File: src/sv/les_pkg.sv
// Shared types, constants, tables and microcode for the LED scanner eye sequencer.
// No dependencies; every other file imports this package.
package les_pkg;

	localparam int STRIP_LENGTH = 64;
	localparam int DEFAULT_EYE  = 8;
	localparam int MAX_EYE      = STRIP_LENGTH - 3;

	// dim level = level / 10, exact for 8-bit levels: (x * 205) >> 11
	localparam logic [7:0] DIM_MUL   = 8'd205;
	localparam int         DIM_SHIFT = 11;

	typedef logic [5:0] pix_t;
	typedef logic [2:0] step_t;

	// register indexes on the config port
	localparam logic [2:0] REG_RED   = 3'd0;
	localparam logic [2:0] REG_GREEN = 3'd1;
	localparam logic [2:0] REG_BLUE  = 3'd2;
	localparam logic [2:0] REG_EYE   = 3'd3;
	localparam logic [2:0] REG_SPEED = 3'd4;

	// microprogram steps
	localparam step_t STEP_IDLE    = 3'd0;
	localparam step_t STEP_TEST    = 3'd1;
	localparam step_t STEP_LOAD    = 3'd2;
	localparam step_t STEP_EMIT    = 3'd3;
	localparam step_t STEP_ADVANCE = 3'd4;

	typedef enum logic [1:0] {
		KIND_RTL = 2'd0,
		KIND_LTR = 2'd1,
		KIND_OTC = 2'd2,
		KIND_CTO = 2'd3
	} kind_t;

	typedef enum logic [1:0] {
		OP_NOP     = 2'd0,
		OP_DEC     = 2'd1,
		OP_LOAD    = 2'd2,
		OP_ADVANCE = 2'd3
	} op_t;

	typedef enum logic [2:0] {
		COND_NEVER    = 3'd0,
		COND_ALWAYS   = 3'd1,
		COND_NO_TICK  = 3'd2,
		COND_WAIT_NZ  = 3'd3,
		COND_NOT_DONE = 3'd4
	} cond_t;

	typedef struct packed {
		logic  in_ready;
		logic  out_valid;
		op_t   op;
		cond_t cond;
		step_t target;
	} uword_t;

	// datapath controls issued by the sequencer
	typedef struct packed {
		logic in_ready;
		logic out_valid;
		op_t  op;
	} ctrl_t;

	// conditions fed back to the sequencer
	typedef struct packed {
		logic tick_item;
		logic out_fire;
		logic wait_nz;
		logic last_pixel;
	} status_t;

	typedef struct packed {
		logic [7:0] red;
		logic [7:0] green;
		logic [7:0] blue;
		logic [5:0] eye_size;
		logic [2:0] speed;
	} cfg_t;

	function automatic uword_t microcode(step_t s);
		uword_t w;
		unique case (s)
			STEP_IDLE:    w = '{1'b1, 1'b0, OP_NOP,     COND_NO_TICK,  STEP_IDLE};
			STEP_TEST:    w = '{1'b0, 1'b0, OP_DEC,     COND_WAIT_NZ,  STEP_IDLE};
			STEP_LOAD:    w = '{1'b0, 1'b0, OP_LOAD,    COND_NEVER,    STEP_IDLE};
			STEP_EMIT:    w = '{1'b0, 1'b1, OP_NOP,     COND_NOT_DONE, STEP_EMIT};
			STEP_ADVANCE: w = '{1'b0, 1'b0, OP_ADVANCE, COND_ALWAYS,   STEP_IDLE};
			default:      w = '{1'b0, 1'b0, OP_NOP,     COND_ALWAYS,   STEP_IDLE};
		endcase
		return w;
	endfunction

	function automatic kind_t phase_kind(logic [2:0] ph);
		kind_t k;
		case (ph)
			3'd0:    k = KIND_RTL;
			3'd1:    k = KIND_LTR;
			3'd2:    k = KIND_OTC;
			3'd3:    k = KIND_CTO;
			3'd4:    k = KIND_LTR;
			3'd5:    k = KIND_RTL;
			3'd6:    k = KIND_OTC;
			default: k = KIND_CTO;
		endcase
		return k;
	endfunction

	function automatic logic [7:0] frame_delay(logic [2:0] sp);
		logic [7:0] d;
		case (sp)
			3'd0:    d = 8'd50;
			3'd1:    d = 8'd30;
			3'd2:    d = 8'd20;
			3'd3:    d = 8'd10;
			default: d = 8'd5;
		endcase
		return d;
	endfunction

	function automatic logic [7:0] return_delay(logic [2:0] sp);
		logic [7:0] d;
		case (sp)
			3'd0:    d = 8'd150;
			3'd1:    d = 8'd120;
			3'd2:    d = 8'd60;
			3'd3:    d = 8'd30;
			default: d = 8'd10;
		endcase
		return d;
	endfunction

endpackage

File: src/sv/les_cfg_regs.sv
// Configuration register file for the LED scanner eye sequencer.
// Depends on les_pkg (cfg_t, register indexes).
module les_cfg_regs (
	input  logic           clk,
	input  logic           arst_n,
	input  logic           cfg_valid,
	output logic           cfg_ready,
	input  logic [2:0]     cfg_index,
	input  logic [7:0]     cfg_data,
	output les_pkg::cfg_t  cfg
);
	import les_pkg::*;

	cfg_t cfg_q;

	assign cfg_ready = 1'b1;
	assign cfg       = cfg_q;

	always_ff @(posedge clk or negedge arst_n) begin
		if (!arst_n) begin
			cfg_q.red      <= 8'd255;
			cfg_q.green    <= 8'd0;
			cfg_q.blue     <= 8'd0;
			cfg_q.eye_size <= 6'(DEFAULT_EYE);
			cfg_q.speed    <= 3'd0;
		end else if (cfg_valid) begin
			unique case (cfg_index)
				REG_RED:   cfg_q.red      <= cfg_data;
				REG_GREEN: cfg_q.green    <= cfg_data;
				REG_BLUE:  cfg_q.blue     <= cfg_data;
				REG_EYE:   cfg_q.eye_size <= cfg_data[5:0];
				REG_SPEED: cfg_q.speed    <= cfg_data[2:0];
				default:   ; // unknown index: dropped
			endcase
		end
	end

endmodule

File: src/sv/les_sequencer.sv
// Microcode sequencer: step counter, control ROM lookup and conditional jumps.
// Depends on les_pkg (microcode, ctrl_t, status_t).
module les_sequencer (
	input  logic             clk,
	input  logic             arst_n,
	input  les_pkg::status_t status,
	output les_pkg::ctrl_t   ctrl
);
	import les_pkg::*;

	step_t  step_q;
	step_t  step_next;
	uword_t uw;
	logic   take_jump;

	assign uw = microcode(step_q);

	always_comb begin
		ctrl.in_ready  = uw.in_ready;
		ctrl.out_valid = uw.out_valid;
		ctrl.op        = uw.op;
	end

	always_comb begin
		unique case (uw.cond)
			COND_NEVER:    take_jump = 1'b0;
			COND_ALWAYS:   take_jump = 1'b1;
			COND_NO_TICK:  take_jump = !status.tick_item;
			COND_WAIT_NZ:  take_jump = status.wait_nz;
			COND_NOT_DONE: take_jump = !(status.out_fire && status.last_pixel);
			default:       take_jump = 1'b1;
		endcase
		step_next = take_jump ? uw.target : step_t'(step_q + 3'd1);
	end

	always_ff @(posedge clk or negedge arst_n) begin
		if (!arst_n) begin
			step_q <= STEP_IDLE;
		end else begin
			step_q <= step_next;
		end
	end

	// input and output sides never open together
	assert property (@(posedge clk) disable iff (!arst_n)
		!(ctrl.in_ready && ctrl.out_valid))
		else $error("in_ready and out_valid both high");

	// last pixel taken -> advance step follows
	assert property (@(posedge clk) disable iff (!arst_n)
		(status.out_fire && status.last_pixel) |=> (step_q == STEP_ADVANCE))
		else $error("frame end not followed by advance");

	// pending wait count aborts the frame
	assert property (@(posedge clk) disable iff (!arst_n)
		(step_q == STEP_TEST && status.wait_nz) |=> (step_q == STEP_IDLE))
		else $error("tick with nonzero wait did not return to idle");

endmodule

File: src/sv/les_datapath.sv
// Datapath: wait counter, phase and eye position, pixel counter and pixel shading.
// Depends on les_pkg (tables, cfg_t, ctrl_t, kind_t).
module les_datapath (
	input  logic           clk,
	input  logic           arst_n,
	input  les_pkg::ctrl_t ctrl,
	input  les_pkg::cfg_t  cfg,
	input  logic           out_fire,
	output logic           wait_nz,
	output logic           last_pixel,
	output logic [5:0]     pixel_index,
	output logic [7:0]     pixel_red,
	output logic [7:0]     pixel_green,
	output logic [7:0]     pixel_blue
);
	import les_pkg::*;

	logic [7:0] wait_q;
	logic [2:0] phase_q;
	pix_t       pos_q;
	pix_t       pix_q;
	logic [5:0] eff_q;
	logic [7:0] dim_red_q, dim_green_q, dim_blue_q;

	logic [5:0]  eff_eye;
	logic [2:0]  eff_speed;
	logic [15:0] prod_red, prod_green, prod_blue;
	kind_t       kind;
	logic        mirrored;

	logic signed [8:0] p_s, i_s, e_s, top_s;
	logic f_dim, f_full, s_dim, s_full, dim, full;

	logic              at_end;
	logic signed [8:0] span_s, half_s;
	kind_t             next_kind;
	logic [2:0]        next_phase;
	pix_t              next_pos;
	logic [7:0]        reload;

	assign eff_eye   = (cfg.eye_size > 6'(MAX_EYE)) ? 6'(MAX_EYE) : cfg.eye_size;
	assign eff_speed = (cfg.speed > 3'd4) ? 3'd4 : cfg.speed;

	assign prod_red   = 16'(cfg.red)   * 16'(DIM_MUL);
	assign prod_green = 16'(cfg.green) * 16'(DIM_MUL);
	assign prod_blue  = 16'(cfg.blue)  * 16'(DIM_MUL);

	assign kind     = phase_kind(phase_q);
	assign mirrored = (kind == KIND_OTC) || (kind == KIND_CTO);

	// shading of pixel pix_q
	always_comb begin
		p_s    = $signed({3'b000, pix_q});
		i_s    = $signed({3'b000, pos_q});
		e_s    = $signed({3'b000, eff_q});
		top_s  = 9'(STRIP_LENGTH) - i_s;
		f_dim  = (p_s == i_s) || (p_s == i_s + e_s + 9'sd1);
		f_full = (p_s > i_s) && (p_s <= i_s + e_s);
		s_dim  = mirrored && ((p_s == top_s) || (p_s == top_s - e_s - 9'sd1));
		s_full = mirrored && (p_s >= top_s - e_s) && (p_s < top_s);
		if (s_dim || s_full) begin
			full = s_full;
			dim  = !s_full;
		end else begin
			full = f_full && !f_dim;
			dim  = f_dim;
		end
	end

	assign pixel_index = pix_q;
	assign pixel_red   = full ? cfg.red   : (dim ? dim_red_q   : 8'd0);
	assign pixel_green = full ? cfg.green : (dim ? dim_green_q : 8'd0);
	assign pixel_blue  = full ? cfg.blue  : (dim ? dim_blue_q  : 8'd0);

	assign wait_nz    = (wait_q != 8'd0);
	assign last_pixel = (pix_q == 6'(STRIP_LENGTH - 1));

	// end-of-frame position, phase and wait reload update
	always_comb begin
		span_s = 9'(STRIP_LENGTH) - $signed({3'b000, eff_q});
		half_s = span_s >>> 1;
		case (kind)
			KIND_RTL: at_end = (pos_q <= 6'd1);
			KIND_LTR: at_end = ($signed({3'b000, pos_q}) >= span_s - 9'sd3);
			KIND_OTC: at_end = ($signed({3'b000, pos_q}) >= half_s);
			default:  at_end = (pos_q == 6'd0);
		endcase
		next_phase = phase_q + 3'd1;
		next_kind  = phase_kind(next_phase);
		reload     = frame_delay(eff_speed) - 8'd1;
		if (at_end) begin
			reload = reload + return_delay(eff_speed);
			case (next_kind)
				KIND_RTL: next_pos = span_s[5:0] - 6'd2;
				KIND_CTO: next_pos = half_s[5:0];
				default:  next_pos = 6'd0;
			endcase
		end else if (kind == KIND_RTL || kind == KIND_CTO) begin
			next_pos = pos_q - 6'd1;
		end else begin
			next_pos = pos_q + 6'd1;
		end
	end

	always_ff @(posedge clk or negedge arst_n) begin
		if (!arst_n) begin
			wait_q  <= 8'd0;
			phase_q <= 3'd0;
			pos_q   <= 6'(STRIP_LENGTH - DEFAULT_EYE - 2);
			pix_q   <= '0;
		end else begin
			case (ctrl.op)
				OP_DEC: begin
					if (wait_nz) wait_q <= wait_q - 8'd1;
				end
				OP_LOAD: begin
					pix_q <= '0;
				end
				OP_ADVANCE: begin
					wait_q <= reload;
					pos_q  <= next_pos;
					if (at_end) phase_q <= next_phase;
				end
				default: ;
			endcase
			if (out_fire) pix_q <= pix_q + 6'd1;
		end
	end

	// frame snapshot: eye size and dim levels
	always_ff @(posedge clk) begin
		if (ctrl.op == OP_LOAD) begin
			eff_q       <= eff_eye;
			dim_red_q   <= {3'b000, prod_red[DIM_SHIFT +: 5]};
			dim_green_q <= {3'b000, prod_green[DIM_SHIFT +: 5]};
			dim_blue_q  <= {3'b000, prod_blue[DIM_SHIFT +: 5]};
		end
	end

	// largest reload is the slowest frame delay plus its return delay
	assert property (@(posedge clk) disable iff (!arst_n)
		(ctrl.op == OP_ADVANCE) |=> (wait_q < 8'd200))
		else $error("wait reload out of range");

	// the eye never starts past the strip
	assert property (@(posedge clk) disable iff (!arst_n)
		pos_q <= 6'(STRIP_LENGTH - 2))
		else $error("eye position beyond strip");

endmodule

File: src/sv/led_scanner_eye_sequencer.sv
// The first pixel item is offered after a due tick item is taken and the test and load steps
// have run; with a ready sink the frame then streams one pixel item per cycle, set by the
// emit step of the microprogram. A due tick runs the test, load, emit and advance steps, a
// tick with a nonzero wait count only decrements the wait, a non-tick item leaves it idle.
// Reset (arst_n low, asynchronous): registers to defaults, phase 0, wait count 0,
// so the first tick item produces a frame.
module led_scanner_eye_sequencer (
	input  logic        clk,
	input  logic        arst_n,
	// tick input, tdata: [0] tick, [7:1] zero
	input  logic        s_axis_tvalid,
	output logic        s_axis_tready,
	input  logic [7:0]  s_axis_tdata,
	// pixel output, tdata: [5:0] pixel_index, [13:6] pixel_red, [21:14] pixel_green,
	// [29:22] pixel_blue, [31:30] zero; tlast: frame_end
	output logic        m_axis_tvalid,
	input  logic        m_axis_tready,
	output logic [31:0] m_axis_tdata,
	output logic        m_axis_tlast,
	// register writes: index 0 red, 1 green, 2 blue, 3 eye_size, 4 speed_index
	input  logic        cfg_valid,
	output logic        cfg_ready,
	input  logic [2:0]  cfg_index,
	input  logic [7:0]  cfg_data
);
	import les_pkg::*;

	cfg_t    cfg;
	ctrl_t   ctrl;
	status_t status;
	logic    in_fire, out_fire;
	logic    wait_nz, last_pixel;
	logic [5:0] pixel_index;
	logic [7:0] pixel_red, pixel_green, pixel_blue;

	les_cfg_regs u_cfg (
		.clk       (clk),
		.arst_n    (arst_n),
		.cfg_valid (cfg_valid),
		.cfg_ready (cfg_ready),
		.cfg_index (cfg_index),
		.cfg_data  (cfg_data),
		.cfg       (cfg)
	);

	// handshakes: input opens only in the idle step, output only while emitting
	assign s_axis_tready = ctrl.in_ready;
	assign m_axis_tvalid = ctrl.out_valid;
	assign in_fire       = s_axis_tvalid && s_axis_tready;
	assign out_fire      = m_axis_tvalid && m_axis_tready;

	always_comb begin
		status.tick_item  = in_fire && s_axis_tdata[0];
		status.out_fire   = out_fire;
		status.wait_nz    = wait_nz;
		status.last_pixel = last_pixel;
	end

	les_sequencer u_seq (
		.clk    (clk),
		.arst_n (arst_n),
		.status (status),
		.ctrl   (ctrl)
	);

	les_datapath u_dp (
		.clk         (clk),
		.arst_n      (arst_n),
		.ctrl        (ctrl),
		.cfg         (cfg),
		.out_fire    (out_fire),
		.wait_nz     (wait_nz),
		.last_pixel  (last_pixel),
		.pixel_index (pixel_index),
		.pixel_red   (pixel_red),
		.pixel_green (pixel_green),
		.pixel_blue  (pixel_blue)
	);

	assign m_axis_tdata = {2'b00, pixel_blue, pixel_green, pixel_red, pixel_index};
	assign m_axis_tlast = last_pixel;

endmodule

File: config.mk
export PLATFORM = sky130hd
export DESIGN_NAME = led_scanner_eye_sequencer
export DESIGN_NICKNAME = d
export VERILOG_FILES = /design/src/sv/les_pkg.sv /design/src/sv/les_cfg_regs.sv /design/src/sv/les_sequencer.sv /design/src/sv/les_datapath.sv /design/src/sv/led_scanner_eye_sequencer.sv
export SDC_FILE = /design/constraint.sdc
export NUM_CORES = 1
export LEC_CHECK = 0
export ABC_AREA = 1
export BUFFER_PORTS_ARGS = -buffer_cell sky130_fd_sc_hd__clkbuf_2
export CORE_UTILIZATION = 55
export DETAILED_ROUTE_END_ITERATION = 12
export PLACE_DENSITY = 0.77
export REMOVE_ABC_BUFFERS = 1
export SLEW_MARGIN = 15
export SYNTH_ARGS = -nofsm -noshare
export SYNTH_HDL_FRONTEND = slang
export SYNTH_SLANG_ARGS = --single-unit
File: constraint.sdc
create_clock -name clk -period 5 [get_ports clk]
set_clock_uncertainty 0.1 [all_clocks]
set_input_delay 0 -clock clk [delete_from_list [all_inputs] [get_ports clk]]
set_output_delay 0 -clock clk [all_outputs]
set_load 0.005 [all_outputs]
After elaboration in Yosys (flattened, before gate mapping)

Index checks and enable logic that the tools add are counted.

Memories: 0
Bits of input ports: 24
Flip-flop bits (word level): 80
Memory bits (writable): 0
Memory bits (read-only): 0
Bits in latches: 0

Magnitude comparators: 9
Bitwise gates (word level): 0
Mux-type cells: 26
$mul: 3
Divide/modulo/power cells: 0
Reduce and logical (&&, ||, !) cells: 43
Eq/ne operators: 37
Add/subtract/negate cells: 16
Shift operators: 0

Operators by type and width:

| cell                                              | number |
|---|---|
| case mux 10 bit (5 select lines)                  | 1 |
| multiplier 8 x 8 -> 16 bit, second input constant | 3 |
| 2-to-1 mux 8 bit                                  | 6 |
| case mux 8 bit (4 select lines)                   | 1 |
| == test 3 x 2 -> 1 bit, second input constant     | 10 |
| == test 3 bit, second input constant              | 9 |
| == test 7 x 9 -> 1 bit                            | 3 |
| 2-to-1 mux 6 bit                                  | 4 |
| case mux 6 bit (4 select lines)                   | 1 |
| >= comparator 7 x 9 -> 1 bit                      | 2 |
| logical NOT 3 bit                                 | 6 |
| case mux 8 bit (2 select lines)                   | 1 |
| subtractor 7 x 6 -> 8 bit, first input constant   | 2 |
| == test 3 x 1 -> 1 bit, second input constant     | 5 |
| 2-to-1 mux 5 bit                                  | 3 |
| AND reduction 2 bit                               | 7 |
| adder 6 x 1 -> 6 bit, second input constant       | 2 |
| case mux 2 bit (3 select lines)                   | 2 |
| case mux 6 bit (2 select lines)                   | 1 |
| OR reduction 2 bit                                | 6 |
| == test 2 bit, second input constant              | 5 |
| adder 9 x 2 -> 9 bit, second input constant       | 1 |
| <= comparator 7 x 9 -> 1 bit                      | 1 |
| logical AND 1 bit                                 | 9 |
| other kinds (30)                                  | 43 |

Depth between registers and ports, before layout

Gate-level depths: netlist of run 1.

Word-level depth: 11
Mapped depth: 24

Modules after synthesis

A second synthesis of run 1 with hierarchy kept.

Cell total of the unflattened synthesis: 1315
Area total of the unflattened synthesis: 10110.9 sq um

Modules (own cells, without submodules):

| module                    | cells an instance | sequential area each (sq um) | area each (sq um) | instances |
|---|---|---|---|---|
| les_datapath              | 1111              | 1211.2                       | 8386.8            | 1 |
| les_cfg_regs              | 156               | 837.1                        | 1383.8            | 1 |
| les_sequencer             | 40                | 75.1                         | 300.3             | 1 |
| led_scanner_eye_sequencer | 8                 | 0.0                          | 40.0              | 1 |

Worst setup path before layout of run 1

No wires, ideal clock.

Path kind: flip-flop to flip-flop
From: register u_cfg.cfg_q (netlist bit u_cfg.cfg[11])
To: register u_dp.dim_blue_q[4] (data pin)
Stages on the path, launching flop included: 16
Arrival time: 3.676 ns
Library setup time: 0.260 ns
Period minus slack after synthesis: 4.035 ns
Path buffers: 0
Setup slack: 0.965 ns
Required time: 4.640 ns
Path through: dfrtp_1 > ha_1 > inv_1 > fa_1 > fa_1 > inv_1 > fa_1 > ha_1 > a21oi_1 > nor2_1 > a211oi_1 > o21ai_0 > a21o_1 > a21oi_1 > o21ai_0 > xnor2_1

Word-level cells in the longest chain between the ends: 1

RTL lines:

| element                    | RTL line            | source |
|---|---|---|
| start, declared            | les_cfg_regs.sv:14  | `cfg_t cfg_q;` |
| multiplier 8 x 8 -> 16 bit | les_datapath.sv:46  | `assign prod_blue = 16'(cfg.blue) * 16'(DIM_MUL);` |
| via u_dp.prod_blue[15]     | les_datapath.sv:27  | `logic [15:0] prod_red, prod_green, prod_blue;` |
| end signal, assigned       | les_datapath.sv:136 | `dim_blue_q <= {3'b000, prod_blue[DIM_SHIFT +: 5]};` |
| end, declared              | les_datapath.sv:23  | `logic [7:0] dim_red_q, dim_green_q, dim_blue_q;` |

The timed path passes the listed nets, and every way through them passes these cells.
A chain may end at the register's enable or synchronous reset.

Worst setup path after layout of run 1

From: register u_dp.pos_q[1]
To: output m_axis_tdata[28]

Word-level cells in the longest chain between the ends: 9

RTL lines:

| element                   | RTL line                               | source |
|---|---|---|
| start, declared           | les_datapath.sv:20                     | `pix_t pos_q;` |
| start signal, assigned    | les_datapath.sv:109                    | `pos_q <= 6'(STRIP_LENGTH - DEFAULT_EYE - 2);` |
| start signal, assigned    | les_datapath.sv:121                    | `pos_q <= next_pos;` |
| subtractor 7 x 6 -> 8 bit | les_datapath.sv:56                     | `top_s = 9'(STRIP_LENGTH) - i_s;` |
| subtractor 9 x 7 -> 9 bit | les_datapath.sv:59, les_datapath.sv:60 |  |
| subtractor 9 x 2 -> 9 bit | les_datapath.sv:59                     | `s_dim = mirrored && ((p_s == top_s) \|\| (p_s == top_s - e_s - 9'sd1));` |
| == test 7 x 9 -> 1 bit    | les_datapath.sv:59                     |  |
| logical OR 1 bit          | les_datapath.sv:59                     |  |
| logical AND 1 bit         | les_datapath.sv:59                     |  |
| logical OR 1 bit          | les_datapath.sv:61                     | `if (s_dim \|\| s_full) begin` |
| 2-to-1 mux 1 bit (*)      | les_datapath.sv:61                     |  |
| 2-to-1 mux 8 bit (*)      | les_datapath.sv:73                     | `assign pixel_blue = full ? cfg.blue : (dim ? dim_blue_q : 8'd0);` |
| end, declared             | led_scanner_eye_sequencer.sv:18        | `output logic [31:0] m_axis_tdata,` |

Mark *: on every way between the ends. The rest lies on a longest branch, timed or not.

==> results.yml, run 1 <==
setup_path:
  crit_end: "m_axis_tdata[28]"
  cp.arrival_ps: 4590
  startpoint: "u_dp.pos_q[1]"
  ff2ff_path_depth: 15
  critPathKind: "register to output port"
  start_kind: "register"
  r2r-start: "u_cfg.cfg[14]"
  endpoint_kind: "output port"
  r2r_end: "u_dp.dim_blue_q[4]"
  cp_max_fo: 17
  r2r_setup_slack_ps: 560
  required_ps: 4900
power_and_ir_drop:
  power_frac_seq_pct: 18.4
  p_comb_share_pct: 72.0
  power.leakage_nw: 5.89
  peakVddDrop_mv: 0.435
  pwr-share-clk_pct: 9.6
  power.total_mw: 6.42
  power_density_nw_per_um2: 606
  p_sw_share_pct: 52.6
  power.switching_mw: 3.38
  internal-power_mw: 3.04
timing:
  fmax_ghz: 0.213
  setup_viol: 0
  finalCriticalPeriod_ps: 4690
  post-route-period-util_pct: 93.8
  relSlewSlack_pct: 42.9
  setup_tns_ps: 0
  tightest_slew_ps: 855
  rsz0062_at_grt: "no"
  slew_viol_final: 0
  finalHoldViolCount: 0
  worst_slack_ps: 311
logic_synthesis:
  synth_fa_ha_area_share_pct: 32.9
  synthSimpleGateAreaFrac_pct: 21.6
  synth_edf_count: 21
  postSynth.asyncResetShare_pct: 73.8
  syn_inst: 1256
  synth.yosys.seq_area_share_pct: 21.7
  yosys_warnings: 0
  synth_top_family_by_area: "adder cells"
  syn_area_um2: 9780
  avgSynthCellArea_um2: 7.79
  synthMuxAreaShare_pct: 0
  synth-seq-cells: 80
  ys_types: 50
  synth_compound_area_share_pct: 9.17
  synth_ff_type: "dfrtp_1"
  synth_xor_area_share_pct: 3.82
route:
  first_iter_violations: 490
  wl_per_cell_um: 14.6
  num_vias: 8303
  top_layer_used: "met4"
  vias_per_cell: 5.40
  drtAntennaViolNets: 0
  wirelength_um: 22400
  wl_met2_um: 10800
  first_pass_iters: 7
  drc: 0
  met3_length_um: 867
  wl_met1_um: 10100
global_routing:
  grt_max_degree: 60
  grt_antenna_before_repair: 0
  grt_pass1_wl_um: 37600
  overflow: 0
  grt_pass1_vias: 8116
  grt_usage_pct: 26.0
floorplanning:
  top_level_ports: 60
  die_w_um: 135
  initial_core_util_pct: 56.4
  core_um2: 17400
  rows: 48
  dieHeight_um: 135
  die_area_um2: 18300
min_path:
  hp-class: "input pin to register"
run:
  max_cap_viol_count: 0
placement:
  io_buffers: 49
  place_inst: 1513
  pre_cts_ws_ps: 562
  routabilityCongestion: 0.892
  detailed_place_hpwl_um: 17900
outcome:
  status: "complete, no violations"
clock_tree:
  cts_root_buf: "clkbuf_16"
  htreeDepth: 3
  clkTransAtPathRegs_ps: 60
  cts_buffers: 9
  cts_tree: "yes"
  cts_num_sinks: 80
  clk_latency_ps: 340
  cts_buffer_depth: 2
  cts_setup_buffers: 0
layout:
  n_fill_cell: 1547
  area_growth_pct: 8.19
  fin_nets: 1569
  utilization_pct: 61.0
  num_antenna_cells: 0
  instances_no_fill: 1539
  drive_gt1_share_pct: 9.06
-- critical path, cell delays in order, from the launching register on --
cell and delay (ps):
dfstp_2 650, inv_1 150, ha_1 370, inv_1 110, fa_1 460, inv_1 120, nand3_1 110, nand3_1 120
nand2_2 90, ha_1 300, nand2_1 70, inv_1 80, nand4_1 80, o2111ai_1 120, nand2_1 80, a21oi_1 220
o211ai_4 260, nand3_2 310, nand2_2 240, nor2_1 160, clkbuf_2 130
-- worst min-delay path by stage --
stage | startpoint | end | depth (start not counted)
5_1_grt | cfg_valid | u_cfg.cfg[2] | 3
3_3_place_gp | arst_n | u_dp.phase_q[0] | 2
4_1_cts | cfg_valid | u_cfg.cfg[0] | 3
6_report | cfg_valid | u_cfg.cfg[0] | 3
3_5_place_dp | arst_n | u_dp.phase_q[1] | 2
2_1_floorplan | arst_n | u_cfg.cfg[0] | 0
-- synth_stat cells (all sizes together) (18+ instances only) --
cell type	n	area share [%]
nand2	245	9.8
fa	36	7.4
nor2	92	3.9
ha	200	26
nand3	92	5.0
nand4	18	1.2
edfxtp	21	6.4
a21oi	48	2.5
dfrtp	46	12
o21ai	78	4.0
inv	242	9.3
xor2	30	2.8
-- cells in the final DEF, fill, tap and decap left out, types with 12 or more instances in the layout --
cell and instances:
dfrtp_1 46, o21ai_0 73, inv_1 237, nand2_1 232, dfstp_2 13, clkbuf_2 49
ha_1 200, nand2_2 12, xor2_1 28, nor2_1 85, fa_1 36, a21oi_1 48
nand4_1 18, edfxtp_1 21, nand3_1 87
-- cell families (layout without fill, tap and decap cells) --
group           after synthesis  count (layout)
flops                        80              80
fa+ha+maj                   236             236
buf+inv                     263             320
xor+xnor                     41              41
simple gates                473             473
other cells                   2               3
compound gates              161             161
-- registers in the layout (all words and copies together) (netlist names) --
name              count
u_dp.dim_red_q        5
u_dp.dim_blue_q       5
u_dp.pixel_index      6
u_dp.wait_q           8
u_seq.step_q          3
u_dp.pos_q            6
u_dp.eff_q            6
u_dp.phase_q          3
u_cfg.cfg            33
u_dp.dim_green_q      5
-- through the flow --
stage | area [µm²] | hold slack (ps)
2_1_floorplan | 9650 | -396
3_3_place_gp | 10200 | 105
3_5_place_dp | 10200 | 113
4_1_cts | 10600 | 14.4
5_1_grt | 10600 | 79.7
6_report | 10600 | 26.2
-- metal layers --
metal | vias to the layer above | GRT usage, %
met3 | 38 | 3.85
met1 | 3890 | 32.0
met5 | - | 0
met4 | 0 | 9.80
li1 | 4195 | -
met2 | 180 | 45.8
-- final cells by class --
| class | instances | area [µm²] | share of cell area [%] |
|---|---|---|---|
| clock inverters | 5 | 32.5 | 0.307 |
| multi-input cells | 914 | 6630 | 62.6 |
| inverters | 242 | 908 | 8.58 |
| flip-flops and latches | 80 | 2120 | 20.1 |
| well taps | 225 | 282 | 2.66 |
| repair buffers | 62 | 368 | 3.48 |
| clock buffers | 11 | 243 | 2.29 |
-- power by group through the flow --
stage / clock [mW] / sequential (mW) / combinational (mW)
6_report: 0.619 / 1.18 / 4.62
5_1_grt: 0.651 / 1.20 / 5.35
4_1_cts: 0.623 / 1.17 / 4.62
3_5_place_dp: 0 / 1.18 / 4.58
3_3_place_gp: 0 / 1.18 / 4.38
2_1_floorplan: 0 / 1.09 / 3.54
-- what timing repair did --
item                       4_1_cts  5_1_grt
setup endpoints to repair        0       17
resized for setup                0        1
hold endpoints to repair        75        0
hold buffers                    10        0
No activity file was read; power rests on OpenSTA's default activity.
==> run 2: changes to the inputs <==
--- a/config.mk
+++ b/config.mk
@@ -7,9 +7,11 @@
 export LEC_CHECK = 0
 export ABC_AREA = 1
 export BUFFER_PORTS_ARGS = -buffer_cell sky130_fd_sc_hd__clkbuf_2
-export CORE_UTILIZATION = 55
+export CELL_PAD_IN_SITES_DETAIL_PLACEMENT = 2
+export CELL_PAD_IN_SITES_GLOBAL_PLACEMENT = 2
+export CORE_UTILIZATION = 38
 export DETAILED_ROUTE_END_ITERATION = 12
-export PLACE_DENSITY = 0.77
+export PLACE_DENSITY = 0.87
 export REMOVE_ABC_BUFFERS = 1
 export SLEW_MARGIN = 15
 export SYNTH_ARGS = -nofsm -noshare
==> run 2 against run 1 <==
Against the previous run:
- combinational power rose by 20%
- worst setup slack got worse by 180 ps
- routed wire length rose by 81%
- power rose by 17%
- sequential power barely moved
- register-to-register slack got worse by 430 ps
- via count rose by 12%
- hold slack improved by 66 ps
- sequential cell count did not move
- utilization fell by 18 points
- clock-buffer cell count rose by 3
- first-iteration DRC count fell by 20%
==> results.yml, run 2 (synthesis results as in run 1) <==
floorplanning:
  initial_core_util_pct: 38.8
  die_area_um2: 26400
  core_um2: 25200
  die_w_um: 162
  rows: 58
  top_level_ports: 60
  dieHeight_um: 162
timing:
  post-route-period-util_pct: 97.4
  fmax_ghz: 0.205
  setup_viol: 0
  finalHoldViolCount: 0
  tightest_slew_ps: 1080
  relSlewSlack_pct: 27.9
  rsz0062_at_grt: "no"
  finalCriticalPeriod_ps: 4870
  slew_viol_final: 0
  setup_tns_ps: 0
route:
  wl_per_cell_um: 24.6
  num_vias: 9299
  drtAntennaViolNets: 0
  vias_per_cell: 5.64
  drc: 0
  first_iter_violations: 390
  wirelength_um: 40600
  first_pass_iters: 4
setup_path:
  crit_end: "u_dp.dim_green_q[4]"
  crit_chain: "ha_1 > inv_1 > fa_1 > fa_1 > inv_1 > fa_1 > ha_1 > a21oi_1 > nor2_1 > a211oi_1 > nand2_1 > nand2_1 > nand2_1 > nand2_1 > nand2_1 > a21o_1 > nand2_1 > nand2_1 > xor2_1"
  r2r-start: "u_cfg.cfg[22]"
  cp_slowest_cell: "fa_1"
  startpoint: "u_cfg.cfg[22]"
  path_common_cell: "nand2_1"
  r2r_setup_slack_ps: 130
  critPathKind: "register to register"
  ff2ff_path_depth: 19
  cp_slowest_stage_delay_ps: 530
  required_ps: 5020
  cp.arrival_ps: 4890
  r2r_end: "u_dp.dim_green_q[4]"
  start_kind: "register"
  cp_max_fo: 5
  endpoint_kind: "register"
global_routing:
  grt_antenna_before_repair: 0
  grt_pass1_wl_um: 62400
  overflow: 0
  grt_max_degree: 60
  grt_usage_pct: 31.6
  grt_pass1_vias: 10700
power_and_ir_drop:
  peakVddDrop_mv: 0.437
  power_frac_seq_pct: 16.1
  power_density_nw_per_um2: 693
  p_comb_share_pct: 73.5
  p_sw_share_pct: 56.1
  pwr-share-clk_pct: 10.4
  power.leakage_nw: 5.95
  internal-power_mw: 3.30
  power.switching_mw: 4.22
clock_tree:
  cts_root_buf: "clkbuf_16"
  cts_tree: "yes"
  cts_num_sinks: 80
  clkTransAtPathRegs_ps: 80
  cts_buffer_depth: 2
  clk_latency_ps: 380
  htreeDepth: 3
  cts_buffers: 9
layout:
  drive_gt1_share_pct: 9.62
  num_antenna_cells: 0
  final_cell_area_um2: 10800
  layout_common_cells: "237 x inv_1, 232 x nand2_1, 200 x ha_1"
  area_growth_pct: 10.9
  largest_reg_flops: 33
  fin_nets: 1575
  final_common_cell: "inv_1"
outcome:
  status: "complete, no violations"
placement:
  dpl-instance-area_um2: 10300
  detailed_place_hpwl_um: 27800
  io_buffers: 49
  routabilityCongestion: 0.818
run:
  max_cap_viol_count: 0
min_path:
  hp-class: "input pin to register"
[run 2: what timing repair did]
action,CTS,global route
setup endpoints to repair,9,15
hold buffers,9,0
resized for setup,2,3
gates cloned,0,0
pin swaps,2,1
hold endpoints to repair,70,0
setup buffers,2,3
[run 2: how the worst min path moves through the flow]
stage,start,end,slack [ps],cells past startpoint
3_5_place_dp,arst_n,u_dp.wait_q[3],150,2
2_1_floorplan,arst_n,u_cfg.cfg[0],-400,0
5_1_grt,m_axis_tready,u_dp.pixel_index[1],110,4
4_1_cts,cfg_valid,u_cfg.cfg[2],90,3
3_3_place_gp,arst_n,u_dp.wait_q[4],130,2
6_report,m_axis_tready,u_dp.pixel_index[1],90,4
[run 2: power by group through the flow]
stage / Clock, mW / Combinational [mW] / Sequential, mW
after floorplan: 0 / 3.54 / 1.09
after global placement: 0 / 4.62 / 1.17
after detailed placement: 0 / 5.15 / 1.19
after CTS: 0.758 / 5.37 / 1.19
after global routing: 0.791 / 6.14 / 1.23
final: 0.786 / 5.53 / 1.21
[run 2: final cells by class]
class	count	area [µm²]
inverters	242	908
flip-flops and latches	80	2120
clock buffers	14	285
fillers	2830	14300
repair buffers	68	435
well taps	330	413
clock inverters	2	35.0
multi-input cells	914	6650
[run 2: worst max-delay path, delay by kind of cell (launching register included)]
| kind | cells | cell delay (ps) |
|---|---|---|
| simple gates | 8 | 860 |
| fa+ha+maj | 5 | 2160 |
| flops | 1 | 490 |
| compound gates | 3 | 710 |
| xor+xnor | 1 | 140 |
| buf+inv | 2 | 130 |
[run 2: per-stage QoR]
stage | setup slack [ps] | power, mW | util (%) | hold WS (ps) | std cells
after global routing | 8.69 | 8.16 | 43.1 | 106 | 1650
after detailed placement | 314 | 6.35 | 41.1 | 148 | 1620
after floorplan | 965 | 4.63 | - | -396 | 1236
after CTS | 121 | 7.32 | 42.9 | 87.7 | 1647
after global placement | 566 | 5.79 | 41.1 | 126 | 1620
final | 131 | 7.52 | 43.1 | 92.6 | 1650
[run 2: layer usage]
layer | global-route usage [%] | up-vias | wire length [µm]
met1 | 33.1 | 4647 | 15300
met2 | 59.2 | 306 | 21300
li1 | - | 4191 | -
met5 | 0 | - | 0
met4 | 19.0 | 0 | 2470
met3 | 4.56 | 155 | 1560
